==> src/rtl/gbk_pkg.sv <==
// ----------------------------------------------------------------------------
// gbk_pkg
// Shared widths, operation codes, state type and the structs that travel
// between the group table top level, its rows and its cells.
// ----------------------------------------------------------------------------
package gbk_pkg;

    localparam int STORE_DEPTH = 256;
    localparam int ROW_CELLS   = 16;
    localparam int IDX_W       = 8;
    localparam int KEY_W       = 16;
    localparam int CNT_W       = 32;
    localparam int USED_W      = 9;
    localparam int OP_W        = 2;

    localparam logic [CNT_W-1:0] COUNT_MAX = '1;

    typedef enum logic [OP_W-1:0] {
        OP_TALLY  = 2'd0,
        OP_ASSIGN = 2'd1,
        OP_READ   = 2'd2,
        OP_CLEAR  = 2'd3
    } t_op;

    typedef enum logic [1:0] {
        ST_IDLE,
        ST_ROW,
        ST_TOTAL,
        ST_DONE
    } t_state;

    // lookup request seen by every cell
    typedef struct packed {
        logic              by_index;
        logic [KEY_W-1:0]  key;
        logic [IDX_W-1:0]  index;
        logic [USED_W-1:0] used;
    } t_query;

    // write port of the table, decoded by each cell
    typedef struct packed {
        logic              en;
        logic              key_en;
        logic [IDX_W-1:0]  index;
        logic [KEY_W-1:0]  key;
        logic [CNT_W-1:0]  count;
    } t_wr;

    // match result passed along the chain; stored keys are distinct,
    // so at most one cell contributes and an OR merges them
    typedef struct packed {
        logic              hit;
        logic [IDX_W-1:0]  index;
        logic [KEY_W-1:0]  key;
        logic [CNT_W-1:0]  count;
    } t_part;

endpackage

==> src/rtl/gbk_cell.sv <==
// ----------------------------------------------------------------------------
// gbk_cell
// One table entry: holds a key and its count, compares against the query
// and merges its match into the result handed on to the next cell.
// ----------------------------------------------------------------------------
module gbk_cell
    import gbk_pkg::*;
#(
    parameter int CELL_INDEX = 0
) (
    input  logic   i_clk,
    input  t_query i_query,
    input  t_wr    i_wr,
    input  t_part  i_part,
    output t_part  o_part
);

    localparam logic [IDX_W-1:0] ME = IDX_W'(CELL_INDEX);

    logic [KEY_W-1:0] r_key;
    logic [CNT_W-1:0] r_count;
    logic             w_hit;
    t_part            w_mine;

    always_ff @(posedge i_clk) begin
        if (i_wr.en && (i_wr.index == ME)) begin
            r_count <= i_wr.count;
            if (i_wr.key_en) begin
                r_key <= i_wr.key;
            end
        end
    end

    // only entries below the fill count take part
    always_comb begin
        w_hit = ({1'b0, ME} < i_query.used) &&
                (i_query.by_index ? (i_query.index == ME) : (i_query.key == r_key));
        w_mine = '0;
        if (w_hit) begin
            w_mine.hit   = 1'b1;
            w_mine.index = ME;
            w_mine.key   = r_key;
            w_mine.count = r_count;
        end
        o_part = t_part'(i_part | w_mine);
    end

endmodule

==> src/rtl/gbk_row.sv <==
// ----------------------------------------------------------------------------
// gbk_row
// A run of cells chained left to right; the merged match at the end of the
// run is registered for the top level.
// ----------------------------------------------------------------------------
module gbk_row
    import gbk_pkg::*;
#(
    parameter int ROW_BASE = 0,
    parameter int ROW_LEN  = 16
) (
    input  logic   i_clk,
    input  t_query i_query,
    input  t_wr    i_wr,
    output t_part  o_part
);

    t_part w_chain [ROW_LEN+1];
    t_part r_part;

    assign w_chain[0] = '0;

    for (genvar c = 0; c < ROW_LEN; c++) begin : g_cell
        gbk_cell #(
            .CELL_INDEX (ROW_BASE + c)
        ) u_cell (
            .i_clk   (i_clk),
            .i_query (i_query),
            .i_wr    (i_wr),
            .i_part  (w_chain[c]),
            .o_part  (w_chain[c+1])
        );
    end

    always_ff @(posedge i_clk) begin
        r_part <= w_chain[ROW_LEN];
    end

    assign o_part = r_part;

endmodule
==> config.mk <==
export PLATFORM = sky130hd
export DESIGN_NAME = gbk_row
export DESIGN_NICKNAME = d
export VERILOG_FILES = /design/src/rtl/gbk_pkg.sv /design/src/rtl/gbk_cell.sv /design/src/rtl/gbk_row.sv
export SDC_FILE = /design/constraint.sdc
export NUM_CORES = 1
export LEC_CHECK = 0
export ABC_AREA = 1
export BUFFER_PORTS_ARGS = -buffer_cell sky130_fd_sc_hd__buf_2
export CORE_UTILIZATION = 35
export CTS_CLUSTER_SIZE = 24
export DETAILED_ROUTE_END_ITERATION = 10
export GPL_TIMING_DRIVEN = 1
export MAX_ROUTING_LAYER = met4
export PLACE_DENSITY_LB_ADDON = 0.15
export SYNTH_ARGS = -nofsm -noshare
export SYNTH_HDL_FRONTEND = slang
export SYNTH_SLANG_ARGS = --single-unit
==> constraint.sdc <==
create_clock -name i_clk -period 4.1 [get_ports i_clk]
set_input_delay 0.205 -clock i_clk [delete_from_list [all_inputs] [get_ports i_clk]]
set_output_delay 0.205 -clock i_clk [all_outputs]
set_load 0.005 [all_outputs]
# Yosys cells after proc, flatten, opt, wreduce, memory -nomap -nowiden

Index checks and enable logic that the tools add are counted.

Register bits after elaboration: 825
Bits in latches: 0
Bits in writable memories: 0
ROM bits: 0
Input bits: 93
Output and inout port bits: 57
Logic and storage cells: 195
Memories kept: 0

$add $sub $neg: 0
Multipliers: 0
Div/mod/pow operators: 0
Order comparisons: 16
Equal/unequal tests: 46
Shifts and indexed selects: 0
Multiplexer cells: 32
Bitwise gates (word level): 15
Reduce and logical (&&, ||, !) cells: 50

Operators with widths:

| cell               | count |
|---|---|
| $mux 57            | 16 |
| $or 57x57->57      | 15 |
| $eq 16x16->1       | 16 |
| $eq 8x4->1 const B | 16 |
| $lt 4x9->1 const A | 8 |
| $eq 8x3->1 const B | 8 |
| $lt 3x9->1 const A | 4 |
| $eq 8x2->1 const B | 4 |
| $logic_and 1x1->1  | 32 |
| $reduce_and 2->1   | 16 |
| $lt 1x9->1 const A | 2 |
| $lt 2x9->1 const A | 2 |
| $eq 8x1->1 const B | 2 |
| $logic_not 8->1    | 2 |
| $mux 1             | 16 |

# Depth between registers and ports, before layout

Gate-level depths: netlist of the first run.

Word-level depth: 19
Depth in mapped cells: 18
Depth with buffers taken out: 14

# Cells and area by module

From an unflattened synthesis of the first run, not the netlist that was laid out.

Cells, all modules: 5235
Area total of the unflattened synthesis: 42824.8 µm²

By module, submodules not included:

| module                            | times used | cells an instance | area each (µm²) | seq. area each (µm²) |
|---|---|---|---|---|
| gbk_cell at g_cell[11].u_cell ... | 2          | 323               | 2595.0          | 1441.4 |
| gbk_cell at g_cell[15].u_cell     | 1          | 321               | 2640.0          | 1441.4 |
| gbk_cell at g_cell[4].u_cell      | 1          | 325               | 2610.0          | 1441.4 |
| gbk_cell at g_cell[10].u_cell     | 1          | 327               | 2608.8          | 1441.4 |
| gbk_cell at g_cell[8].u_cell      | 1          | 324               | 2608.8          | 1441.4 |
| gbk_cell at g_cell[1].u_cell      | 1          | 322               | 2607.5          | 1441.4 |
| gbk_cell at g_cell[6].u_cell      | 1          | 326               | 2607.5          | 1441.4 |
| gbk_cell at g_cell[0].u_cell      | 1          | 322               | 2606.2          | 1441.4 |
| gbk_cell at g_cell[14].u_cell     | 1          | 325               | 2606.2          | 1441.4 |
| gbk_cell at g_cell[12].u_cell     | 1          | 325               | 2605.0          | 1441.4 |
| gbk_cell at g_cell[2].u_cell      | 1          | 323               | 2603.7          | 1441.4 |
| gbk_cell at g_cell[5].u_cell      | 1          | 324               | 2601.2          | 1441.4 |
| gbk_cell at g_cell[9].u_cell      | 1          | 323               | 2600.0          | 1441.4 |
| gbk_cell at g_cell[13].u_cell     | 1          | 323               | 2596.2          | 1441.4 |
| 2 more rows                       | n/a        | n/a               | n/a             | n/a |

# Least setup slack after synthesis of the first run

Ideal clock, no wire load.

Path kind: input to register
Start point: in i_wr[53] in the netlist's numbering
End point: reg g_cell[11].u_cell.r_count[0], enable pin
Library setup time: 421 ps
Data arrival time: 2413 ps
Data required time: 3679 ps
Slack: 1266 ps
Stages on the path: 3
Buffers on the path: 0
Cell sequence: nor4_1 -> nand4_1 -> nor2_1

Longest elaborated chain between the ends: 2

Ends and longest elaborated chain:

| item                 | RTL line       | RTL |
|---|---|---|
| start, declared      | gbk_row.sv:14  | `input t_wr i_wr,` |
| $eq 8x4->1           | gbk_cell.sv:26 | `if (i_wr.en && (i_wr.index == ME)) begin` |
| $logic_and 1x1->1    | gbk_cell.sv:26 |  |
| end signal, assigned | gbk_cell.sv:27 | `r_count <= i_wr.count;` |
| end, declared        | gbk_cell.sv:21 | `logic [CNT_W-1:0] r_count;` |

No other way between the ends.
A chain may end at the register's enable or synchronous reset.

==> out/results.env, run 1 <==
CLOCK_TREE.HTREE_LEVEL_COUNT=3
SYNTH_TOP_AREA_SHARE_PCT=59.71
CRITPATHARRIVALTIME_NS=3.37
KIND_OF_PATH_BEHIND_THE_TIGHTEST_HOLD_CHECK='in2reg'
GPL.FINAL_WEIGHTED_CONGESTION=0.9078
TIMING.FINAL.WS_SETUP_NS=1.365
CORE.ROWCOUNT=121
TRITONCTS='yes'
FINAL_NETS=4426
ROUTE.DETAILED.DRC=0
HOLD_VIOL_FINAL=0
PLACEDINSTANCEAREA_MM2=0.04140
PORT-BUFFER-COUNT=145
STARTPOINT_TYPES='flip-flop'
GRT_FIRST_PASS_WIRELENGTH_UM=196900
FINAL_AREA_MM2=0.04507
POSTROUTEWIRELENGTH_UM=136700
INITIAL_UTILIZATION_PCT=35.38
GRT.TOTAL_USAGE_PCT=25.07
SETUP_TNS_AFTER_FINAL_LAYOUT_NS=0
POST_SYNTH_NUM_CELL_TYPES=30
HOLDPATHEND='g_cell[6].u_cell.r_key[12]'
SYNTHESIZED_AREA_PER_CELL_UM2=9.343
FINALSETUPVIOLCOUNT=0
DIE-AREA_MM2=0.1117
CRITICAL_PATH_CELL_BY_CELL='xor2_1, nor2_1, nand2_1, nor2_1, nand2_1, nand2_2, buf_4, nand3_1, nand2_1, inv_1, nand2_1, nor2_1, nand2_1'
SYNTH-ASYNC-RESET-RATIO_PCT=0
SYN-CELL-AREA_MM2=0.03862
CTS.SINK_COUNT=821
COUNT_OF_SYNTHESIS_STAGE_WARNINGS_FROM_YOSYS=0
TIMING.FINAL.MAX_SLEW_VIOLATIONS=0
CTSRESIZECOUNT=0
VIAS=29200
SYNTH_TOP_AREA_CELL='sky130_fd_sc_hd__edfxtp_1'
NETLIST_INSTANCES=4134
MAX_SLEW.WORST_PIN.SLEW_NS=1.046
POWER-PER-CELL-AREA_mW_PER_MM2=430.8
POSTSYNTH.TOPFLOPCELL='sky130_fd_sc_hd__edfxtp_1'
COUNT_OF_FLIP_FLOPS_WITH_A_BUILT_IN_ENABLE_AFTER_SYNTHESIS=768
VIAS_PER_CELL=4.954
INSTANCES_NO_FILL=5893
FLOORPLAN.DIE.WIDTH_UM=334.2
STATUS='complete, no violations'
DIE_Y_UM=334.2
NETLIST_TOP_CELLS_COUNT='sky130_fd_sc_hd__nand2_1, sky130_fd_sc_hd__nand3_1, sky130_fd_sc_hd__edfxtp_1'
WORSTPATHREQUIRED_NS=4.73
DRIVE_GT1_SHARE_PCT=11.01
CLKLATENCYLATEPIN_NS=0.70
WORSTREG2REGEND='o_part[23]'
STATIC-LEAKAGE-POWER_uW=0.01929
CP_MAX_FO=22
LARGEST_VOLTAGE_DROP_ON_THE_VDD_NET_uV=306.3
CRIT_FAMILY='simple AND/OR/NAND/NOR gates'
PRECTSSETUPSLACK_NS=0.9999
ROOT_BUFFER='sky130_fd_sc_hd__clkbuf_16'
CLOCK-SKEW-FINAL_NS=0.04053
FF2FF_SETUP_SLACK_NS=1.37
SYNTH.MOST_COMMON_CELL='sky130_fd_sc_hd__nand2_1'
CRIT_PATH_END_KIND='flip-flop'
TIMING.CRITICAL_PATH.MODE_CELL='sky130_fd_sc_hd__nand2_1'
GRT_MAX_DEGREE=42
CRITICAL_PATH.MAX_STAGE_DELAY_NS=0.64
CTSLONGESTPATHBUFFERS=3
CRIT-REG2REG-LAUNCH='g_cell[0].u_cell.r_key[10]'
TIMING_WORST_SETUP_PATH_TYPE='reg2reg'
SLOWEST_STAGE_CELL_ON_THE_CRITICAL_PATH='sky130_fd_sc_hd__nand2_2'
YS_SEQ_AREA_SHARE_PCT=62.46
DESIGN.CORE.AREA_MM2=0.1092
REG2REG_DEPTH=13
POST-ROUTE-PERIOD-UTIL_PCT=66.71
SYNTH-SEQ-CELLS=821
WHS_PATH_DEPTH=4
FIRST_ITER_VIOLATIONS=2993
FINALCRITICALPERIOD_NS=2.735
POST-DP-HPWL_UM=88600
MAX-SLEW-MARGIN-REL_PCT=30.13
PLACED_CELLS_INCL_TAPS=5665
NUMBER_OF_ANTENNA_VIOLATIONS_AT_THE_FIRST_CHECK_IN_GLOBAL_ROUTING=4
CLK_PIN_SLEW_NS=0.06
CTS_MADE_BUFFERS=94
ROUTED_WIRE_LENGTH_PER_INSTANCE_UM=23.20
ANT_NETS=0
YS_TOP_CELLS_BY_AREA='sky130_fd_sc_hd__edfxtp_1, sky130_fd_sc_hd__nand2_1, sky130_fd_sc_hd__nand3_1'
UNREPAIRED_SETUP_ENDPOINTS_AFTER_GLOBAL_ROUTING='no'
TIMING.MAX_CAP.VIOLATIONS=0
LAYOUT_OVERHEAD_ON_THE_SYNTHESIZED_AREA_PCT=16.69
FLOORPLAN.IO_PINS=150
NUMBER_OF_GLOBAL_ROUTE_VIAS_BEFORE_REPAIR=27430
WORST_HOLD_STARTPOINT='i_wr[57]'
DR.PASS1.ITERS=8
FMAX_GHz=0.3656
WORSTPATHBUFFERINVERTERCOUNT=2
RESIDUAL_OVERFLOW_FROM_GLOBAL_ROUTING=0
[how the worst max path moves through the flow]
| stage | startpoint | to | slack (ns) | cells past startpoint |
|---|---|---|---|---|
| after global placement | i_query[27] | o_part[12] | 0.99 | 17 |
| after global routing | g_cell[0].u_cell.r_key[10] | o_part[23] | 1.21 | 13 |
| after detailed placement | i_query[27] | o_part[12] | 1.0 | 17 |
| final | g_cell[0].u_cell.r_key[10] | o_part[23] | 1.37 | 13 |
| after CTS | g_cell[0].u_cell.r_key[10] | o_part[19] | 1.37 | 13 |
| after floorplan | i_wr[53] | g_cell[11].u_cell.r_count[0] | 1.27 | 3 |
[metal layers]
layer	GRT usage, %	up-vias	wire length, um
met2	39.59	1040	63570
met5	-	-	0
li1	-	13750	-
met3	2.957	185	8260
met1	34.47	14220	61770
met4	5.885	0	3100
[cells by family after synthesis]
family | count (synthesis) | synth area share [%]
buffers and inverters | 806 | 9.204
other | 1 | 0.009709
AND/OR/NAND/NOR | 2404 | 26.17
flip-flops | 821 | 62.46
XOR/XNOR | 82 | 1.860
AO/OA/AOI/OAI | 20 | 0.2980
[through the flow]
stage / util [%] / power [uW] / hold slack, ns
after global routing: 41.29 / 19980 / 0.2989
after detailed placement: 37.93 / 10920 / 0.5818
after floorplan: - / 10220 / 0.3039
after global placement: 37.93 / 10930 / 0.5844
final: 41.29 / 19420 / 0.3022
after CTS: 41.28 / 19540 / 0.2702
[power by group]
group          internal (uW)  total, uW  switching (uW)
Sequential              9200       9230            27.0
Clock                   5010       8620            3600
Combinational            423       1570            1150
[worst min-delay path, stage by stage]
cell and delay (ns):
sky130_fd_sc_hd__buf_2 0.12, sky130_fd_sc_hd__nand3_1 0.08, sky130_fd_sc_hd__buf_4 0.23, sky130_fd_sc_hd__nor3_2 0.14
[cell type report]
cell class                 count  area [um^2]
fill                       10630        64090
sequential                   821        24120
multi-input combinational   2510        11290
clock buffer                 132         2666
timing repair buffer         309         2377
inverter                     597         2241
tap                         1476         1847
clock inverter                46        514.2
antenna                        2        5.005
[cells in the final DEF, fill, tap and decap left out, types with 15 or more instances in the layout]
cell / netlist / final
sky130_fd_sc_hd__edfxtp_1: 768 / 768
sky130_fd_sc_hd__inv_1: 575 / 574
sky130_fd_sc_hd__dfxtp_1: 53 / 53
sky130_fd_sc_hd__clkbuf_16: 0 / 95
sky130_fd_sc_hd__clkinv_2: 0 / 19
sky130_fd_sc_hd__nor2_4: 0 / 23
sky130_fd_sc_hd__clkbuf_8: 0 / 15
sky130_fd_sc_hd__clkbuf_1: 40 / 22
sky130_fd_sc_hd__nand3_1: 776 / 776
sky130_fd_sc_hd__nor2_1: 301 / 278
sky130_fd_sc_hd__nor3_2: 0 / 16
sky130_fd_sc_hd__nand2_2: 12 / 15
sky130_fd_sc_hd__xor2_1: 82 / 82
sky130_fd_sc_hd__clkinv_1: 9 / 20
sky130_fd_sc_hd__buf_4: 40 / 92
sky130_fd_sc_hd__nand2_1: 1277 / 1272
sky130_fd_sc_hd__buf_12: 0 / 24
sky130_fd_sc_hd__dlygate4sd3_1: 0 / 48
sky130_fd_sc_hd__buf_2: 87 / 145
[flip-flops by register name (all words and copies together), names as in the netlist]
register	count
g_cell.u_cell.r_count	512
g_cell.u_cell.r_key	256
o_part	53
[what timing repair did]
item,4_1_cts,5_1_grt
setup buffers,0,0
hold endpoints to repair,768,0
hold buffers,48,0
No activity file was read; power rests on OpenSTA's default activity.
==> run 2: changes to the inputs <==
==> constraint.sdc (replaced) <==
create_clock -name i_clk -period 2.3 [get_ports i_clk]
set_input_delay 0.115 -clock i_clk [delete_from_list [all_inputs] [get_ports i_clk]]
set_output_delay 0.115 -clock i_clk [all_outputs]
set_load 0.005 [all_outputs]
==> run 2 against run 1 <==
Net effect: first-iteration DRC count decreased by 3.4%; power grew 75%; fmax grew 22%; clock-buffer cell count up 7; non-clock buffer count up 117; largest power group unchanged; global-route usage barely moved; final cell count increased by 2.0%; sequential power is 78% higher.
==> out/results.env, run 2 (same netlist as run 1, synthesis figures left out) <==
STATUS='complete, no violations'
FLIP_FLOP_COUNT_OF_THE_LARGEST_REGISTER_ALL_COPIES_AND_WORDS_ADDED=512  # unchanged
POSTROUTEWIRELENGTH_UM=136800  # about the same
KIND_OF_PATH_BEHIND_THE_TIGHTEST_HOLD_CHECK='in2reg'
FINALCRITICALPERIOD_NS=2.236  # -0.4993 ns
CLOCK-SKEW-FINAL_NS=0.03572  # -0.004817 ns
VIAS=29680  # +1.7%
CLKLATENCYLATEPIN_NS=0.69  # about the same
STARTPOINT_TYPES='flip-flop'
POWER-PER-CELL-AREA_mW_PER_MM2=726.5  # +69%
POST-ROUTE-PERIOD-UTIL_PCT=97.20  # +30 points
ROOT_BUFFER='sky130_fd_sc_hd__clkbuf_16'
HOLD_VIOL_FINAL=0  # unchanged
GRT_MAX_DEGREE=35  # -17%
NUMBER_OF_ANTENNA_VIOLATIONS_AT_THE_FIRST_CHECK_IN_GLOBAL_ROUTING=7  # +3
POWER.SHARE.CLOCK_PCT=42.3  # -2.1 points
DR.PASS1.ITERS=6  # -2
FINAL_CELL_MIX='sky130_fd_sc_hd__nand2_1, sky130_fd_sc_hd__nand3_1, sky130_fd_sc_hd__edfxtp_1, sky130_fd_sc_hd__inv_1, sky130_fd_sc_hd__nor2_1'
VIAS_PER_CELL=4.938  # -0.33%
COMB_POWER_SHARE_PCT=9.3  # +1.2 points
TIMING_WORST_SETUP_PATH_TYPE='reg2reg'
FINAL_NETS=4543  # +2.6%
LARGEST_VOLTAGE_DROP_ON_THE_VDD_NET_uV=563.4  # +84%
SEQUENTIALPOWERSHARE_PCT=48.4  # +0.9 points
NUMBER_OF_GLOBAL_ROUTE_VIAS_BEFORE_REPAIR=28200  # +2.8%
GRT.TOTAL_USAGE_PCT=25.08  # about the same
MAX_SLEW.WORST_PIN.SLEW_NS=0.7500  # -0.2957 ns
RESIDUAL_OVERFLOW_FROM_GLOBAL_ROUTING=0  # unchanged
POWER_uW=34010  # +75%
ROUTE.DETAILED.DRC=0  # unchanged
NETSWITCHINGFRACTION_PCT=24.51  # -0.11 points
CTSLONGESTPATHBUFFERS=3  # unchanged
LARGEST-REGISTER='g_cell.u_cell.r_count'
CRIT_PATH_END_KIND='flip-flop'
PORT-BUFFER-COUNT=145  # unchanged
CORE.ROWCOUNT=121  # unchanged
CTS.SINK_COUNT=821  # unchanged
DESIGN.CORE.AREA_MM2=0.1092  # unchanged
UNREPAIRED_SETUP_ENDPOINTS_AFTER_GLOBAL_ROUTING='no'
CLK_PIN_SLEW_NS=0.06  # about the same
CELLINTERNALPOWER_uW=25670  # +75%
FINALSETUPVIOLCOUNT=0  # unchanged
POST-DP-HPWL_UM=89050  # +0.50%
DRIVE_GT1_SHARE_PCT=13.02  # +2.0 points
WORSTPATHREQUIRED_NS=2.91  # -1.82 ns
P_SW_uW=8337  # +74%
STATIC-LEAKAGE-POWER_uW=0.02009  # +4.1%
PLACEDINSTANCEAREA_MM2=0.04339  # +4.8%
FLOORPLAN.IO_PINS=150  # unchanged
CTS_MADE_BUFFERS=94  # unchanged
LAYOUT_OVERHEAD_ON_THE_SYNTHESIZED_AREA_PCT=21.21
GPL.FINAL_WEIGHTED_CONGESTION=0.9082  # about the same
MOST_COMMON_CELL_AFTER_LAYOUT_FILL_AND_TAPS_ASIDE='sky130_fd_sc_hd__nand2_1'
LAYOUT.FILLER_CELLS=10560  # -0.59%
ANT_NETS=0  # unchanged
FLOORPLAN.DIE.WIDTH_UM=334.2  # unchanged
FINAL_AREA_MM2=0.04681  # +3.9%
DIE_Y_UM=334.2  # unchanged
DIE-AREA_MM2=0.1117  # unchanged
FMAX_GHz=0.4473  # +22%
GRT_FIRST_PASS_WIRELENGTH_UM=196800  # about the same
TIMING.MAX_CAP.VIOLATIONS=0  # unchanged
CP_MAX_FO=10  # -55%
TIMING.FINAL.MAX_SLEW_VIOLATIONS=0  # unchanged
MAX-SLEW-MARGIN-REL_PCT=49.94  # +20 points
CLOCK_TREE.HTREE_LEVEL_COUNT=3  # unchanged
TRITONCTS='yes'
FIRST_ITER_VIOLATIONS=2891  # -3.4%
ROUTED_WIRE_LENGTH_PER_INSTANCE_UM=22.75  # -1.9%
CRITPATHARRIVALTIME_NS=2.85  # -0.52 ns
INITIAL_UTILIZATION_PCT=35.38  # unchanged
## run 2: cell types whose count changed in the layout (fill, tap and decap cells not counted), moves of 7 or more
cell	change
sky130_fd_sc_hd__buf_12	+88
sky130_fd_sc_hd__buf_4	+28
sky130_fd_sc_hd__clkbuf_1	+14
sky130_fd_sc_hd__clkbuf_8	-7
## run 2: worst max-delay path: stages, from the launching register on
cell and delay [ns]:
sky130_fd_sc_hd__edfxtp_1 0.42, sky130_fd_sc_hd__xor2_1 0.18, sky130_fd_sc_hd__nor2_1 0.19, sky130_fd_sc_hd__nand2_1 0.16, sky130_fd_sc_hd__nor2_2 0.16, sky130_fd_sc_hd__buf_4 0.14, sky130_fd_sc_hd__nand2_1 0.06, sky130_fd_sc_hd__nand2_2 0.16
sky130_fd_sc_hd__buf_6 0.21, sky130_fd_sc_hd__nand3_1 0.10, sky130_fd_sc_hd__nand2_1 0.07, sky130_fd_sc_hd__inv_1 0.03, sky130_fd_sc_hd__nand2_1 0.09, sky130_fd_sc_hd__nor2_1 0.08, sky130_fd_sc_hd__nand2_1 0.11
## run 2: worst paths after layout
check,from,endpoint,slack (ns),cells past startpoint
worst max-delay path,g_cell[8].u_cell.r_key[9],o_part[46],0.06,14
worst min-delay path,i_wr[57],g_cell[4].u_cell.r_count[3],0.21,4
worst max register to register,g_cell[8].u_cell.r_key[9],o_part[46],0.06,14
worst min register to register,g_cell[3].u_cell.r_count[14],o_part[14],0.62,6
## run 2: per-layer routing
layer	part of all wire (%)	vias to the layer above	global-route usage (%)
met3	7.0	215	2.940
li1	-	14000	-
met4	2.4	0	7.008
met5	0	-	-
met1	44	14400	33.92
met2	47	1069	39.79
## run 2: per-stage QoR
step	cells	TNS (ns)	utilization [%]	hold slack [ns]	setup WS (ns)
after floorplan	4137	-221.10	-	0.2139	-0.4442
after global placement	5781	-0.4312	39.75	0.4927	-0.1053
after detailed placement	5781	-0.2732	39.75	0.4903	-0.07247
after CTS	6005	0	42.85	0.1752	0.01122
after global routing	6010	0	42.89	0.2200	0.006856
final	6011	0	42.89	0.2108	0.06442
## run 2: power by group through the flow
| stage | sequential [uW] | combinational (uW) | clock (uW) |
|---|---|---|---|
| floorplan | 16700 | 1470 | 0 |
| global placement | 16800 | 3060 | 0 |
| detailed placement | 16800 | 3070 | 0 |
| CTS | 16500 | 3150 | 14600 |
| global route | 16400 | 3410 | 15200 |
| finish | 16400 | 3160 | 14400 |
## run 2: layout make-up
type	instances	area [um^2]	share of cell area, %
sequential	821	24120	51.53
multi-input combinational	2510	11340	24.22
timing repair buffer	426	4360	9.314
clock buffer	139	2623	5.602
inverter	597	2241	4.787
tap	1476	1847	3.945
clock inverter	37	270.3	0.5773
antenna	5	12.51	0.02673
## run 2: repair_timing
| action | 4_1_cts | 5_1_grt |
|---|---|---|
| buffers inserted | 0 | 1 |
| endpoints found under the hold margin | 768 | 0 |
| pin swaps | 0 | 2 |
| hold buffers | 48 | 0 |
| setup endpoints to repair | 24 | 20 |
| resized for setup | 1 | 6 |
